## src/rtl/register_descriptor_allocator_unit_defines.svh

```systemverilog
// ---------------------------------------------------------------------------
// Register descriptor allocator assertion macros
// Shared concurrent assertion forms used at the end of the top level.
// ---------------------------------------------------------------------------
`ifndef REGISTER_DESCRIPTOR_ALLOCATOR_UNIT_DEFINES_SVH
`define REGISTER_DESCRIPTOR_ALLOCATOR_UNIT_DEFINES_SVH

// Same-cycle implication, disabled during reset
`define RDA_ASSERT_IMPLY(label, clk, rst, lhs, rhs) \
  label: assert property (@(posedge clk) disable iff (rst) (lhs) |-> (rhs)) \
    else $error("rda assertion failed");

// Next-cycle implication, disabled during reset
`define RDA_ASSERT_NEXT(label, clk, rst, lhs, rhs) \
  label: assert property (@(posedge clk) disable iff (rst) (lhs) |=> (rhs)) \
    else $error("rda assertion failed");

`endif

```

## src/rtl/rda_pkg.sv

```systemverilog
// ---------------------------------------------------------------------------
// Register descriptor allocator package
// Widths, request and result codes, and controller/datapath interface types.
// ---------------------------------------------------------------------------
`timescale 1ns / 1ps

package rda_pkg;

  localparam int MAX_REGS = 8;
  localparam int REG_W    = 3;   // register index width
  localparam int CNT_W    = 4;   // register count width, holds MAX_REGS
  localparam int VALUE_W  = 16;
  localparam int REQ_W    = 2;
  localparam int KIND_W   = 2;

  localparam logic [CNT_W-1:0] REGS_RESET = CNT_W'(5);

  // Request codes
  localparam logic [REQ_W-1:0] REQ_ALLOC = 2'd0;
  localparam logic [REQ_W-1:0] REQ_MARK  = 2'd1;
  localparam logic [REQ_W-1:0] REQ_FLUSH = 2'd2;

  // Result kinds
  localparam logic [KIND_W-1:0] KIND_GRANT = 2'd0;
  localparam logic [KIND_W-1:0] KIND_STORE = 2'd1;
  localparam logic [KIND_W-1:0] KIND_DONE  = 2'd2;

  // Controller to datapath
  typedef struct packed {
    logic load_item;
    logic mark;
    logic emit_grant;
    logic emit_store_victim;
    logic emit_store_scan;
    logic emit_done;
    logic scan_clear;
    logic scan_step;
  } rda_cmd_t;

  // Datapath to controller
  typedef struct packed {
    logic slot_free;
    logic need_wb;
    logic scan_end;
    logic scan_wb;
  } rda_sts_t;

endpackage

```

## src/rtl/rda_datapath.sv

```systemverilog
// ---------------------------------------------------------------------------
// Register descriptor allocator datapath
// Descriptor table, tag match, free/victim selection, flush scan counter,
// and the result word register.
// ---------------------------------------------------------------------------
`timescale 1ns / 1ps

module rda_datapath (
  input  logic                          clk,
  input  logic                          rst,
  input  logic                          cfg_write,
  input  logic [rda_pkg::CNT_W-1:0]     cfg_data,
  input  logic [rda_pkg::VALUE_W-1:0]   value_id,
  input  logic                          value_is_temp,
  input  logic [rda_pkg::REG_W-1:0]     reg_index,
  input  rda_pkg::rda_cmd_t             cmd,
  output rda_pkg::rda_sts_t             sts,
  output logic                          res_valid,
  input  logic                          res_stall,
  output logic [rda_pkg::KIND_W-1:0]    out_kind,
  output logic [rda_pkg::REG_W-1:0]     out_reg,
  output logic [rda_pkg::VALUE_W-1:0]   out_value,
  output logic                          hit,
  output logic                          last
);

  // Configuration and table state
  logic [rda_pkg::CNT_W-1:0]   regs_in_use;
  logic [rda_pkg::VALUE_W-1:0] reg_tag [rda_pkg::MAX_REGS];
  logic [rda_pkg::MAX_REGS-1:0] reg_busy;
  logic [rda_pkg::MAX_REGS-1:0] reg_dirty;
  logic [rda_pkg::MAX_REGS-1:0] reg_temp;

  // Held request word
  logic [rda_pkg::VALUE_W-1:0] item_value;
  logic                        item_temp;
  logic [rda_pkg::REG_W-1:0]   item_reg;

  logic [rda_pkg::CNT_W-1:0]   scan_cnt;
  logic [rda_pkg::REG_W-1:0]   scan_idx;

  logic [rda_pkg::CNT_W-1:0]    live_n;
  logic [rda_pkg::MAX_REGS-1:0] in_range;
  logic [rda_pkg::MAX_REGS-1:0] hit_vec;
  logic [rda_pkg::MAX_REGS-1:0] free_vec;
  logic [rda_pkg::MAX_REGS-1:0] clean_vec;
  logic [rda_pkg::REG_W-1:0]    hit_idx;
  logic [rda_pkg::REG_W-1:0]    free_idx;
  logic [rda_pkg::REG_W-1:0]    victim_idx;
  logic [rda_pkg::REG_W-1:0]    grant_idx;
  logic [rda_pkg::REG_W-1:0]    rd_idx;
  logic [rda_pkg::VALUE_W-1:0]  rd_tag;
  logic                         hit_any;
  logic                         free_any;
  logic                         emit_any;
  logic                         mark_ok;

  // Clamp the register count to 1 .. MAX_REGS
  always_comb begin
    if (regs_in_use == '0) begin
      live_n = rda_pkg::CNT_W'(1);
    end else if (regs_in_use > rda_pkg::CNT_W'(rda_pkg::MAX_REGS)) begin
      live_n = rda_pkg::CNT_W'(rda_pkg::MAX_REGS);
    end else begin
      live_n = regs_in_use;
    end
  end

  // Parallel tag match and per-entry qualifiers
  always_comb begin
    for (int i = 0; i < rda_pkg::MAX_REGS; i++) begin
      in_range[i]  = rda_pkg::CNT_W'(i) < live_n;
      hit_vec[i]   = in_range[i] && reg_busy[i] && (reg_tag[i] == item_value);
      free_vec[i]  = in_range[i] && !reg_busy[i];
      clean_vec[i] = in_range[i] && !reg_dirty[i];
    end
  end

  // Lowest-index pick for hit, free and clean; victim falls back to entry 0
  always_comb begin
    hit_idx    = '0;
    free_idx   = '0;
    victim_idx = '0;
    for (int i = rda_pkg::MAX_REGS - 1; i >= 0; i--) begin
      if (hit_vec[i]) begin
        hit_idx = rda_pkg::REG_W'(i);
      end
      if (free_vec[i]) begin
        free_idx = rda_pkg::REG_W'(i);
      end
      if (clean_vec[i]) begin
        victim_idx = rda_pkg::REG_W'(i);
      end
    end
  end

  assign hit_any  = |hit_vec;
  assign free_any = |free_vec;

  always_comb begin
    if (hit_any) begin
      grant_idx = hit_idx;
    end else if (free_any) begin
      grant_idx = free_idx;
    end else begin
      grant_idx = victim_idx;
    end
  end

  // Single tag read port shared by victim writeback and flush scan
  assign scan_idx = scan_cnt[rda_pkg::REG_W-1:0];
  assign rd_idx   = cmd.emit_store_scan ? scan_idx : victim_idx;
  assign rd_tag   = reg_tag[rd_idx];

  assign mark_ok = (rda_pkg::CNT_W'(item_reg) < live_n) && reg_busy[item_reg];

  // Status back to the controller
  assign emit_any      = cmd.emit_grant | cmd.emit_store_victim |
                         cmd.emit_store_scan | cmd.emit_done;
  assign sts.slot_free = !res_valid || !res_stall;
  assign sts.need_wb   = !hit_any && !free_any &&
                         reg_dirty[victim_idx] && !reg_temp[victim_idx];
  assign sts.scan_end  = scan_cnt >= live_n;
  assign sts.scan_wb   = reg_busy[scan_idx] && reg_dirty[scan_idx] && !reg_temp[scan_idx];

  // Configuration register
  always_ff @(posedge clk) begin
    if (rst) begin
      regs_in_use <= rda_pkg::REGS_RESET;
    end else if (cfg_write) begin
      regs_in_use <= cfg_data;
    end
  end

  // Hold the accepted request word
  always_ff @(posedge clk) begin
    if (cmd.load_item) begin
      item_value <= value_id;
      item_temp  <= value_is_temp;
      item_reg   <= reg_index;
    end
  end

  // Flush scan counter
  always_ff @(posedge clk) begin
    if (rst) begin
      scan_cnt <= '0;
    end else if (cmd.scan_clear) begin
      scan_cnt <= '0;
    end else if (cmd.scan_step) begin
      scan_cnt <= scan_cnt + rda_pkg::CNT_W'(1);
    end
  end

  // Tag store: written on a claim, no reset
  always_ff @(posedge clk) begin
    if (cmd.emit_grant && !hit_any) begin
      reg_tag[grant_idx] <= item_value;
    end
  end

  // Busy, dirty and temp flags
  always_ff @(posedge clk) begin
    if (rst) begin
      reg_busy  <= '0;
      reg_dirty <= '0;
      reg_temp  <= '0;
    end else if (cmd.emit_done) begin
      reg_busy  <= '0;
      reg_dirty <= '0;
      reg_temp  <= '0;
    end else if (cmd.emit_grant && !hit_any) begin
      reg_busy[grant_idx]  <= 1'b1;
      reg_dirty[grant_idx] <= 1'b0;
      reg_temp[grant_idx]  <= item_temp;
    end else if (cmd.mark && mark_ok) begin
      reg_dirty[item_reg] <= 1'b1;
    end
  end

  // Result word valid
  always_ff @(posedge clk) begin
    if (rst) begin
      res_valid <= 1'b0;
    end else if (emit_any) begin
      res_valid <= 1'b1;
    end else if (!res_stall) begin
      res_valid <= 1'b0;
    end
  end

  // Result word payload
  always_ff @(posedge clk) begin
    if (cmd.emit_grant) begin
      out_kind  <= rda_pkg::KIND_GRANT;
      out_reg   <= grant_idx;
      out_value <= item_value;
      hit       <= hit_any;
      last      <= 1'b1;
    end else if (cmd.emit_store_victim) begin
      out_kind  <= rda_pkg::KIND_STORE;
      out_reg   <= victim_idx;
      out_value <= rd_tag;
      hit       <= 1'b0;
      last      <= 1'b0;
    end else if (cmd.emit_store_scan) begin
      out_kind  <= rda_pkg::KIND_STORE;
      out_reg   <= scan_idx;
      out_value <= rd_tag;
      hit       <= 1'b0;
      last      <= 1'b0;
    end else if (cmd.emit_done) begin
      out_kind  <= rda_pkg::KIND_DONE;
      out_reg   <= '0;
      out_value <= '0;
      hit       <= 1'b0;
      last      <= 1'b1;
    end
  end

endmodule

```

## src/rtl/rda_ctrl.sv

```systemverilog
// ---------------------------------------------------------------------------
// Register descriptor allocator controller
// Request sequencer: accepts a word, then steps allocate, mark and flush.
// ---------------------------------------------------------------------------
`timescale 1ns / 1ps

module rda_ctrl (
  input  logic                       clk,
  input  logic                       rst,
  input  logic                       req_valid,
  output logic                       req_stall,
  input  logic [rda_pkg::REQ_W-1:0]  req_type,
  input  rda_pkg::rda_sts_t          sts,
  output rda_pkg::rda_cmd_t          cmd
);

  localparam logic [2:0] S_IDLE  = 3'd0;
  localparam logic [2:0] S_ALLOC = 3'd1;
  localparam logic [2:0] S_GRANT = 3'd2;
  localparam logic [2:0] S_MARK  = 3'd3;
  localparam logic [2:0] S_FLUSH = 3'd4;

  logic [2:0] state;
  logic [2:0] state_next;

  assign req_stall = (state != S_IDLE);

  // Next state and command decode
  always_comb begin
    state_next = state;
    cmd        = '0;
    case (state)
      S_IDLE: begin
        if (req_valid) begin
          cmd.load_item = 1'b1;
          case (req_type)
            rda_pkg::REQ_ALLOC: state_next = S_ALLOC;
            rda_pkg::REQ_MARK:  state_next = S_MARK;
            rda_pkg::REQ_FLUSH: begin
              cmd.scan_clear = 1'b1;
              state_next     = S_FLUSH;
            end
            default: state_next = S_IDLE;
          endcase
        end
      end
      S_ALLOC: begin
        if (sts.slot_free) begin
          if (sts.need_wb) begin
            cmd.emit_store_victim = 1'b1;
            state_next            = S_GRANT;
          end else begin
            cmd.emit_grant = 1'b1;
            state_next     = S_IDLE;
          end
        end
      end
      S_GRANT: begin
        if (sts.slot_free) begin
          cmd.emit_grant = 1'b1;
          state_next     = S_IDLE;
        end
      end
      S_MARK: begin
        cmd.mark   = 1'b1;
        state_next = S_IDLE;
      end
      S_FLUSH: begin
        if (sts.scan_end) begin
          if (sts.slot_free) begin
            cmd.emit_done = 1'b1;
            state_next    = S_IDLE;
          end
        end else if (sts.scan_wb) begin
          if (sts.slot_free) begin
            cmd.emit_store_scan = 1'b1;
            cmd.scan_step       = 1'b1;
          end
        end else begin
          cmd.scan_step = 1'b1;
        end
      end
      default: state_next = S_IDLE;
    endcase
  end

  // State register
  always_ff @(posedge clk) begin
    if (rst) begin
      state <= S_IDLE;
    end else begin
      state <= state_next;
    end
  end

endmodule

```

## src/rtl/register_descriptor_allocator_unit.sv

```systemverilog
// ---------------------------------------------------------------------------
// Register descriptor allocator unit
// Top level: fully associative value-to-register table with writeback.
// ---------------------------------------------------------------------------
// One request word is taken at a time; req_stall stays high until its last
// result word is loaded into the output register. An allocate steps through
// accept, then the parallel tag match and free/victim pick, with the writeback
// of a dirty, non-temp victim first where needed. A mark is accepted, then
// applied. A flush visits the registers in use with the scan counter, one
// table entry per cycle except where a writeback waits on the output register,
// then emits the done word. Result stalls hold the sequence.
`timescale 1ns / 1ps
`include "register_descriptor_allocator_unit_defines.svh"

module register_descriptor_allocator_unit (
  input  logic                          clk,
  input  logic                          rst,
  input  logic                          cfg_write,
  input  logic [rda_pkg::CNT_W-1:0]     cfg_data,
  input  logic                          req_valid,
  output logic                          req_stall,
  input  logic [rda_pkg::REQ_W-1:0]     req_type,
  input  logic [rda_pkg::VALUE_W-1:0]   value_id,
  input  logic                          value_is_temp,
  input  logic [rda_pkg::REG_W-1:0]     reg_index,
  output logic                          res_valid,
  input  logic                          res_stall,
  output logic [rda_pkg::KIND_W-1:0]    out_kind,
  output logic [rda_pkg::REG_W-1:0]     out_reg,
  output logic [rda_pkg::VALUE_W-1:0]   out_value,
  output logic                          hit,
  output logic                          last
);

  rda_pkg::rda_cmd_t cmd;
  rda_pkg::rda_sts_t sts;
  logic              emit_any;
  logic [3:0]        emit_vec;
  logic              req_taken;

  // Sequencer
  rda_ctrl u_ctrl (
    .clk       (clk),
    .rst       (rst),
    .req_valid (req_valid),
    .req_stall (req_stall),
    .req_type  (req_type),
    .sts       (sts),
    .cmd       (cmd)
  );

  // Table and result register
  rda_datapath u_datapath (
    .clk           (clk),
    .rst           (rst),
    .cfg_write     (cfg_write),
    .cfg_data      (cfg_data),
    .value_id      (value_id),
    .value_is_temp (value_is_temp),
    .reg_index     (reg_index),
    .cmd           (cmd),
    .sts           (sts),
    .res_valid     (res_valid),
    .res_stall     (res_stall),
    .out_kind      (out_kind),
    .out_reg       (out_reg),
    .out_value     (out_value),
    .hit           (hit),
    .last          (last)
  );

  assign emit_vec  = {cmd.emit_grant, cmd.emit_store_victim,
                      cmd.emit_store_scan, cmd.emit_done};
  assign emit_any  = |emit_vec;
  assign req_taken = req_valid && !req_stall &&
                     (req_type inside {rda_pkg::REQ_ALLOC, rda_pkg::REQ_MARK,
                                       rda_pkg::REQ_FLUSH});

  // Checks on sequencer and datapath cooperation
  `RDA_ASSERT_IMPLY(a_one_emit, clk, rst, 1'b1, $onehot0(emit_vec))
  `RDA_ASSERT_IMPLY(a_emit_slot, clk, rst, emit_any, sts.slot_free)
  `RDA_ASSERT_IMPLY(a_victim_wb, clk, rst, cmd.emit_store_victim, sts.need_wb)
  `RDA_ASSERT_NEXT(a_busy_after_accept, clk, rst, req_taken, req_stall)

endmodule

```

## config.mk

```make
export PLATFORM = sky130hd
export DESIGN_NAME = register_descriptor_allocator_unit
export DESIGN_NICKNAME = d
export VERILOG_FILES = /design/src/rtl/rda_pkg.sv /design/src/rtl/rda_datapath.sv /design/src/rtl/rda_ctrl.sv /design/src/rtl/register_descriptor_allocator_unit.sv
export VERILOG_INCLUDE_DIRS = /design/src /design/src/rtl
export SDC_FILE = /design/constraint.sdc
export NUM_CORES = 1
export LEC_CHECK = 0
export ABC_AREA = 1
export CORE_MARGIN = 2
export CORE_UTILIZATION = 35
export CTS_BUF_LIST = sky130_fd_sc_hd__clkbuf_4 sky130_fd_sc_hd__clkbuf_8
export CTS_CLUSTER_DIAMETER = 100
export DETAILED_ROUTE_END_ITERATION = 7
export DONT_BUFFER_PORTS = 1
export PLACE_DENSITY_LB_ADDON = 0.25
export SYNTH_ARGS = -nofsm -noshare
export SYNTH_HDL_FRONTEND = slang
export SYNTH_SLANG_ARGS = --single-unit
```

## constraint.sdc

```tcl
create_clock -name clk -period 7.5 [get_ports clk]
set_clock_uncertainty 0.05 [all_clocks]
set_input_delay 1.5 -clock clk [delete_from_list [all_inputs] [get_ports clk]]
set_output_delay 1.5 -clock clk [all_outputs]
set_load 0.03 [all_outputs]
```

Yosys cells after proc, flatten, opt, wreduce, memory -nomap -nowiden:

Memory sizes are Yosys's and may differ from the RTL's.
Index checks and enable logic that the tools add are counted.
W data, S select, Z words.

* latch bits: 0
* bits in writable memories: 128
* register bits after elaboration: 79
* memory bits (read-only): 0
* word-level logic and storage cells: 234
* output and inout bits: 25
* memories: 1

Memories
* u_datapath.reg_tag: words 8, width 16, read ports 9, clocked after memory_dff 0, wr ports 1, RTL line rda_datapath.sv:29 `logic [rda_pkg::VALUE_W-1:0] reg_tag [rda_pkg::MAX_REGS];`

* add/subtract/negate cells: 1
* equal/unequal tests: 18
* order comparisons: 17
* div/mod/pow operators: 0
* shift-type cells: 0
* reductions and logical operators: 78
* bitwise gates (word level): 7
* multiply operators: 0
* muxes and demuxes: 96

Operators by type and width (number)
* $eq A16 B16 Y1: 8
* $mux W3: 35
* $mux W16: 4
* $logic_and A1 B1 Y1: 42
* $mux W1: 38
* $logic_not A1 Y1: 22
* $bmux W1 S3: 6
* $lt A3 B4 Y1 const A: 4
* $lt A3 B4 Y1 const B: 4
* $mux W8: 2
* $or A8 B8 Y8: 2
* $reduce_or A8 Y1: 2
* $pmux W3 S4: 1
* $pmux W3 S3: 1
* $and A8 B8 Y8: 1
* $bwmux W8: 1
* $lt A1 B4 Y1 const A: 2
* $lt A2 B4 Y1 const A: 2
* $mux W4: 2
* $not A8 Y8: 1
* $demux W1 S3: 2
* $eq A3 B2 Y1 const B: 2
* $ge A3 B1 Y1 const B: 2
* $mux W2: 3
* 22 further kinds: 28

Longest topological paths before layout:

Gate-level depths: netlist of run 1.

* depth after elaboration: 24
* depth in mapped cells: 22
* mapped depth without buffers: 21

Modules after synthesis:

Synthesis of run 1 repeated with hierarchy kept, for this count alone.

* cells, all modules: 1640
* area, all modules: 12514.5 um^2

Modules (own cells, without submodules)
* rda_datapath: cells an instance 1584, times used 1, area an instance 12186.7 um^2, sequential area each 5765.5 um^2
* rda_ctrl: cells an instance 56, times used 1, area an instance 327.8 um^2, sequential area each 60.1 um^2

Worst setup path before layout of run 1:

No wires, ideal clock.

* path type: input -> register
* from: input res_stall
* to: register u_datapath.out_value[14] (netlist name) (data pin)
* setup slack: 4.254 ns
* setup time: 0.256 ns
* arrival: 2.940 ns
* data required time: 7.194 ns
* cell stages on the path: 14
* cells stage by stage: nand2_1 -> inv_1 -> nor3_2 -> nand2_2 -> o21ai_2 -> buf_6 -> buf_6 -> nand2_1 -> o211ai_1 -> o21ai_1 -> nand2_1 -> nand2_1 -> nand3_1 -> o21ai_1

* longest elaborated chain between the ends: 11

Ends and longest elaborated chain
* start: declaration: RTL line register_descriptor_allocator_unit.sv:27 `input logic res_stall,`
* $logic_not A1 Y1 *: RTL line rda_datapath.sv:120 `assign sts.slot_free = !res_valid || !res_stall;`
* $logic_or A1 B1 Y1 *: RTL line rda_datapath.sv:120
* $mux W1: RTL line rda_ctrl.sv:59, rda_ctrl.sv:75
* $mux W1: RTL line rda_ctrl.sv:74 `end else if (sts.scan_wb) begin`
* $mux W1: RTL line rda_ctrl.sv:69 `if (sts.scan_end) begin`
* $mux W2: RTL line rda_ctrl.sv:32 `case (state)`
* $mux W3: RTL line rda_datapath.sv:112 `assign rd_idx = cmd.emit_store_scan ? scan_idx : victim_idx;`
* $mem_v2 Z8 W16
* $mux W16: RTL line rda_datapath.sv:206 `end else if (cmd.emit_store_scan) begin`
* $mux W16: RTL line rda_datapath.sv:200 `end else if (cmd.emit_store_victim) begin`
* $mux W16 *: RTL line rda_datapath.sv:194 `if (cmd.emit_grant) begin`
* end signal: assignment: RTL line rda_datapath.sv:197 `out_value <= item_value;`
* end signal: assignment: RTL line rda_datapath.sv:203 `out_value <= rd_tag;`
* end signal: assignment: RTL line rda_datapath.sv:209 `out_value <= rd_tag;`
* end: declaration: RTL line rda_datapath.sv:22 `output logic [rda_pkg::VALUE_W-1:0] out_value,`

Every way passes the cells marked *; elsewhere a longest branch is shown, timed or not.
A chain may end at the register's enable or synchronous reset.

Worst setup path after layout of run 1:

* from: register u_datapath.regs_in_use[3] (netlist name)
* to: register u_datapath.out_value[5] (netlist name) (data pin)

* longest elaborated chain between the ends: 22

Ends and longest elaborated chain
* start: declaration: RTL line rda_datapath.sv:28 `logic [rda_pkg::CNT_W-1:0] regs_in_use;`
* start signal: assignment: RTL line rda_datapath.sv:129 `regs_in_use <= rda_pkg::REGS_RESET;`
* start signal: assignment: RTL line rda_datapath.sv:131 `regs_in_use <= cfg_data;`
* $gt A4 B4 Y1: RTL line rda_datapath.sv:62 `end else if (regs_in_use > rda_pkg::CNT_W'(rda_pkg::MAX_REGS)) begin`
* $mux W4: RTL line rda_datapath.sv:62
* $mux W4 *: RTL line rda_datapath.sv:60 `if (regs_in_use == '0) begin`
* $lt A3 B4 Y1: RTL line rda_datapath.sv:72 `in_range[i] = rda_pkg::CNT_W'(i) < live_n;`
* $logic_and A1 B1 Y1: RTL line rda_datapath.sv:75 `clean_vec[i] = in_range[i] && !reg_dirty[i];`
* $mux W3 (8 in a row): RTL line rda_datapath.sv:91 `if (clean_vec[i]) begin`
* $bmux W1 S3: RTL line rda_datapath.sv:122 `reg_dirty[victim_idx] && !reg_temp[victim_idx];`
* $mux W1 (implied by the code): RTL line rda_datapath.sv:122
* $logic_and A1 B1 Y1 or $logic_not A1 Y1 (tied branches): RTL line rda_datapath.sv:121, rda_datapath.sv:122
* $logic_and A1 B1 Y1: RTL line rda_datapath.sv:122
* $mux W1: RTL line rda_ctrl.sv:49 `if (sts.need_wb) begin`
* $mux W2: RTL line rda_ctrl.sv:48 `if (sts.slot_free) begin`
* $mux W1: RTL line rda_ctrl.sv:32
* $mux W16: RTL line rda_datapath.sv:200
* $mux W16 *: RTL line rda_datapath.sv:194

Every way passes the cells marked *; elsewhere a longest branch is shown, timed or not. The select of a mux whose other input is x is not followed.

==> results of run 1 <==
## per-stage QoR
stage          total power, mW  utilization  worst slack (ps)  cell area (µm²)  hold slack [ps]
2_1_floorplan             1.47            -              4250            11300              390
3_3_place_gp              1.54        0.364              2940            11500              402
3_5_place_dp              1.54        0.364              2960            11500              406
4_1_cts                   2.69        0.390              3130            12300              414
5_1_grt                   2.76        0.390              2740            12300              437
6_report                  2.67        0.390              3040            12300              413
## synth_stat cells (all sizes together), types with 3 or more instances
master	instances
nand4	20
xnor2	5
a21oi	41
clkbuf	7
edfxtp	168
a21boi	3
xor2	17
nand2	423
o21ai	146
ha	7
or2	7
dfxtp	39
nor3	12
nand3	57
o211ai	29
inv	175
nor4	4
nor2	155
buf	40
## worst max-delay path, stage by stage, from the launching register on
cell and delay (ps):
dfxtp_1 430, inv_2 140, o21ai_0 370, ha_1 320
inv_1 60, o21bai_1 50, nand3_1 70, nand3_1 180
nor3_2 170, nand2_2 170, o21ai_4 620, buf_4 680
nand2_1 100, o211ai_1 170, o21ai_1 110, nand2_1 70
nand2_1 90, nand3_1 70, o21ai_0 190
## report_power, final
part | internal, mW | switching, mW | total, mW
clock | 0.652 | 0.497 | 1.15
sequential | 1.28 | 0.0585 | 1.33
combinational | 0.0501 | 0.136 | 0.186
total | 1.98 | 0.691 | 2.67
## final cells by class
cell class,count,area [µm²]
clock inverter,16,129
timing repair buffer,6,45.0
sequential,207,5830
tap,402,503
multi-input combinational,939,4480
inverter,175,659
clock buffer,56,677
fill,3201,19300
## logic make-up (layout without fill, tap and decap cells)
family / Yosys count / after routing / synth area share
simple gates: 680 / 680 / 0.258
flops: 207 / 207 / 0.518
buf+inv: 222 / 253 / 0.0849
compound gates: 230 / 230 / 0.115
fa+ha+maj: 7 / 7 / 0.00778
xor+xnor: 22 / 22 / 0.0171
## layer usage
layer	up-vias	track usage	routed length, µm
met3	87	0.0447	3620
met5	-	0	12
met2	453	0.328	15500
met4	2	0.0883	1340
met1	4472	0.313	16300
li1	4506	-	-
## cells in the final DEF (no fill, tap or decap), drive strengths merged, types with 4 or more instances in the layout
cell,n
o211ai,29
clkbuf,56
nand4,20
a21oi,41
xnor2,5
nand3,57
nor3,12
edfxtp,168
inv,175
clkinv,11
nor4,4
or2,7
ha,7
nor2,155
o21ai,146
buf,6
xor2,17
dfxtp,39
nand2,423
## how the worst min path moves through the flow
stage / endpoint / slack (ps) / cells after the start
finish: u_datapath.reg_dirty[2] / 410 / 2
global route: u_datapath.reg_dirty[2] / 440 / 2
CTS: u_datapath.reg_dirty[2] / 410 / 2
detailed placement: u_datapath.reg_dirty[2] / 410 / 2
global placement: u_datapath.reg_dirty[2] / 400 / 2
floorplan: u_datapath.reg_dirty[2] / 390 / 2
==> flow_summary.json, run 1 <==
{
  "status": "finished clean",
  "period_minus_slack_ps": 4460,
  "largest_reg_flops": 128,
  "grt_pass1_wl_um": 55100,
  "ys_seq_area_frac": 0.518,
  "ant_nets": 0,
  "fmax_mhz": 224,
  "synth_edf_count": 168,
  "finalSetupTns_ps": 0,
  "worstPathArrival_ps": 4650,
  "relSlewSlack": 0.312,
  "clockBufferDepth": 3,
  "rows": 65,
  "syn_area_um2": 11300,
  "numPortBuffers": 0,
  "grt_overflow": 0,
  "post-cts-setup-buffer-count": 0,
  "synth_area_leaders": "edfxtp_1 (45%), nand2_1 (14%), dfxtp_1 (6.9%), inv_1 (4.9%), nor2_1 (4.6%)",
  "die_w_um": 183,
  "htreeDepth": 2,
  "largest_register": "u_datapath.reg_tag",
  "antenna_found_initial": 1,
  "path_clk_slew_ps": 70,
  "p_leak_nw": 5.17,
  "hp-class": "reg2reg",
  "cp-end-kind": "flop",
  "crit_end": "u_datapath.out_value[5]",
  "die_area_um2": 33600,
  "reg2reg_to": "u_datapath.out_value[5]",
  "routed_wl_um": 36800,
  "syn_nets": 1406,
  "dpl.cell_count": 1729,
  "drc": 0,
  "dr.pass1.iters": 6,
  "r2r_setup_slack_ps": 3040,
  "cts_root_buffer": "clkbuf_8",
  "path_max_fanout": 71,
  "hold_viol": 0,
  "cp-start-kind": "flop",
  "synth.distinct_cells": 47,
  "initial_core_util": 0.356,
  "criticalPathCategory": "reg2reg",
  "vias": 9520,
  "async_flop_share": 0,
  "antenna_cells": 0,
  "rr_worst_depth": 18,
  "rsz0062_at_grt": "no",
  "ir_worst_vdd_mv": 0.117,
  "core_area_um2": 31600,
  "ioPinCount": 56,
  "yosys_warnings": 0,
  "powerDensity_nw_per_um2": 217,
  "cp-startpoint": "u_datapath.regs_in_use[3]",
  "layout.nets": 1406,
  "timing.final.crit_share": 0.595,
  "viasPerCell": 5.29,
  "post_layout_nonfiller_instances": 1801,
  "synth_top_cell_by_area": "edfxtp_1",
  "grt_max_degree": 72,
  "cts_tree": "yes",
  "timing.rr.start": "u_datapath.regs_in_use[3]",
  "grt_pass1_vias": 8995,
  "numClockSinks": 207,
  "synth_cells": 1368,
  "maxCapViolations": 0,
  "die_height_um": 183,
  "grt_usage": 0.220,
  "reg_top3": "u_datapath.reg_tag x128, u_datapath.item_value x16, u_datapath.out_value x16",
  "dr.first_iter.drc_count": 1399,
  "insertion_delay_ps": 550,
  "ys_ff_latch": 207,
  "worstPathRequired_ps": 7680,
  "dp_hpwl_um": 26100,
  "post_cts_resized": 0,
  "maxSlewViolCount": 0,
  "synth_flop_cell": "edfxtp_1",
  "synth.avg_cell_area_um2": 8.23,
  "wire_per_inst_um": 20.4,
  "synthToLayoutAreaGrowth_pct": 9.48,
  "worstMarginPinSlew_ps": 1030,
  "synth_top_area_frac": 0.448,
  "cts_buffers": 39,
  "drive_gt1_frac": 0.110,
  "min-delay-start": "u_datapath.reg_dirty[2]",
  "place.gp.congestion": 0.923,
  "finalSetupViolCount": 0,
  "cts-hold-fix-buffers": 0
}
No activity file was read; power rests on OpenSTA's default activity.
==> run 2: changes to the inputs <==
clock period = 4 ns   (was 7.5 ns; I/O delays follow)
==> flow_summary.json, run 2 (synthesis results as in run 1) <==
{
  "status": "finished clean",
  "dr.pass1.iters": 5,
  "dp_hpwl_um": 26800,
  "maxSlewViolCount": 0,
  "cts_tree": "yes",
  "timing.rr.start": "u_datapath.regs_in_use[3]",
  "period_minus_slack_ps": 3470,
  "core_area_um2": 31600,
  "layout_setup_ws_ps": 529,
  "post_layout_nonfiller_instances": 1830,
  "dpl.cell_count": 1761,
  "routed_wl_um": 38000,
  "post_cts_resized": 0,
  "final_cell_area_um2": 12600,
  "p_sw_mw": 1.30,
  "reg2reg_to": "u_datapath.out_value[7]",
  "rr_worst_depth": 19,
  "rsz0062_at_grt": "no",
  "insertion_delay_ps": 560,
  "cp-startpoint": "u_datapath.regs_in_use[3]",
  "ir_worst_vdd_mv": 0.164,
  "finalSetupViolCount": 0,
  "numPortBuffers": 0,
  "rows": 65,
  "die_area_um2": 33600,
  "antenna_found_initial": 1,
  "path_max_fanout": 15,
  "most-common-layout-cells": "nand2_1 (410), edfxtp_1 (168), inv_1 (148), nor2_1 (136), o21ai_0 (84)",
  "grt_pass1_wl_um": 56500,
  "grt_usage": 0.227,
  "path_cells": "inv_2, o21ai_0, ha_1, inv_1, o21bai_1, nand3_1, nand3_1, nor3_2, nand2_2, nand2_1, o21ai_4, inv_2, buf_4, nor2_1, o21ai_1, nand2_1, nand2_1, nand3_1, o21ai_1",
  "finalSetupTns_ps": 0,
  "p_leak_nw": 5.34,
  "p_total_mw": 4.87,
  "fmax_mhz": 288,
  "grt_pass1_vias": 9132,
  "worstMarginPinSlew_ps": 678,
  "cts_root_buffer": "clkbuf_8",
  "hold_path_end": "u_datapath.item_value[12]",
  "netSwitchingFraction": 0.266,
  "cp-end-kind": "flop",
  "clockBufferDepth": 3,
  "hold_depth": 0,
  "ioPinCount": 56,
  "place_ws_ps": 580,
  "reg_top3": "u_datapath.reg_tag x128, u_datapath.item_value x16, u_datapath.out_value x16",
  "htreeDepth": 2,
  "drc": 0,
  "largest_register": "u_datapath.reg_tag",
  "hold_viol": 0,
  "antenna_cells": 0,
  "cts_buffers": 38,
  "criticalPathCategory": "reg2reg",
  "initial_core_util": 0.356,
  "path_clk_slew_ps": 60,
  "viasPerCell": 5.25,
  "place_area_um2": 11900,
  "intPower_mw": 3.57,
  "combPwrFrac": 0.083,
  "synthToLayoutAreaGrowth_pct": 12.2,
  "worstPathArrival_ps": 3740,
  "grt_overflow": 0,
  "p_clk_frac": 0.408,
  "timing.final.crit_share": 0.868,
  "seqPwrFrac": 0.509,
  "wire_per_inst_um": 20.7,
  "layout.nets": 1437,
  "die_height_um": 183,
  "cp_slowest_cell": "dfxtp_1",
  "grt_max_degree": 60,
  "dr.first_iter.drc_count": 1141,
  "post-cts-setup-buffer-count": 0,
  "vias": 9609,
  "worstPathRequired_ps": 4270,
  "place.gp.congestion": 0.938,
  "ant_nets": 0,
  "cp-start-kind": "flop",
  "cts-hold-fix-buffers": 0,
  "r2r_setup_slack_ps": 530,
  "drive_gt1_frac": 0.127,
  "largest_reg_flops": 128,
  "numClockSinks": 207,
  "slowest_delay_ps": 420,
  "die_w_um": 183,
  "hp-class": "in2reg",
  "final_common_cell": "nand2_1",
  "relSlewSlack": 0.548,
  "maxCapViolations": 0,
  "powerDensity_nw_per_um2": 385,
  "min-delay-start": "value_id[12]"
}
[run 2: per-layer routing]
| metal | global-route usage | part of all wire | up-vias |
|---|---|---|---|
| met5 | 0 | 0.00034 | - |
| met4 | 0.0710 | 0.028 | 2 |
| met3 | 0.0373 | 0.090 | 69 |
| met2 | 0.344 | 0.43 | 449 |
| met1 | 0.332 | 0.45 | 4525 |
| li1 | - | - | 4564 |
[run 2: layout make-up]
cell class / instances / area, µm²
multi-input combinational: 939 / 4480
inverter: 175 / 659
sequential: 207 / 5830
clock buffer: 53 / 654
tap: 402 / 503
timing repair buffer: 38 / 423
clock inverter: 16 / 78.8
fill: 3200 / 19000
[run 2: critical path: cells and delay by family (launching register included)]
family                   cells  cell delay, ps
adder cells (fa/ha/maj)      1             300
AO/OA/AOI/OAI                5             830
flip-flops                   1             420
buffers and inverters        4             670
AND/OR/NAND/NOR              9             990
[run 2: power by group through the flow]
stage	Clock (mW)	Sequential, mW	Combinational, mW
after floorplan	0	2.49	0.267
after global placement	0	2.52	0.396
after detailed placement	0	2.52	0.400
after CTS	2.03	2.48	0.402
after global routing	2.12	2.48	0.447
final	1.98	2.48	0.406
[run 2: worst max path at each step]
stage / endpoint / cells after the start
2_1_floorplan: u_datapath.hit / 18
5_1_grt: u_datapath.out_value[14] / 18
4_1_cts: u_datapath.out_value[7] / 19
3_3_place_gp: u_datapath.out_value[3] / 18
6_report: u_datapath.out_value[7] / 19
3_5_place_dp: u_datapath.out_value[3] / 17
[run 2: per-stage QoR]
stage | hold slack (ps) | utilization
CTS | 254 | 0.399
floorplan | 390 | -
global placement | 407 | 0.376
global route | 261 | 0.399
finish | 285 | 0.399
detailed placement | 408 | 0.376
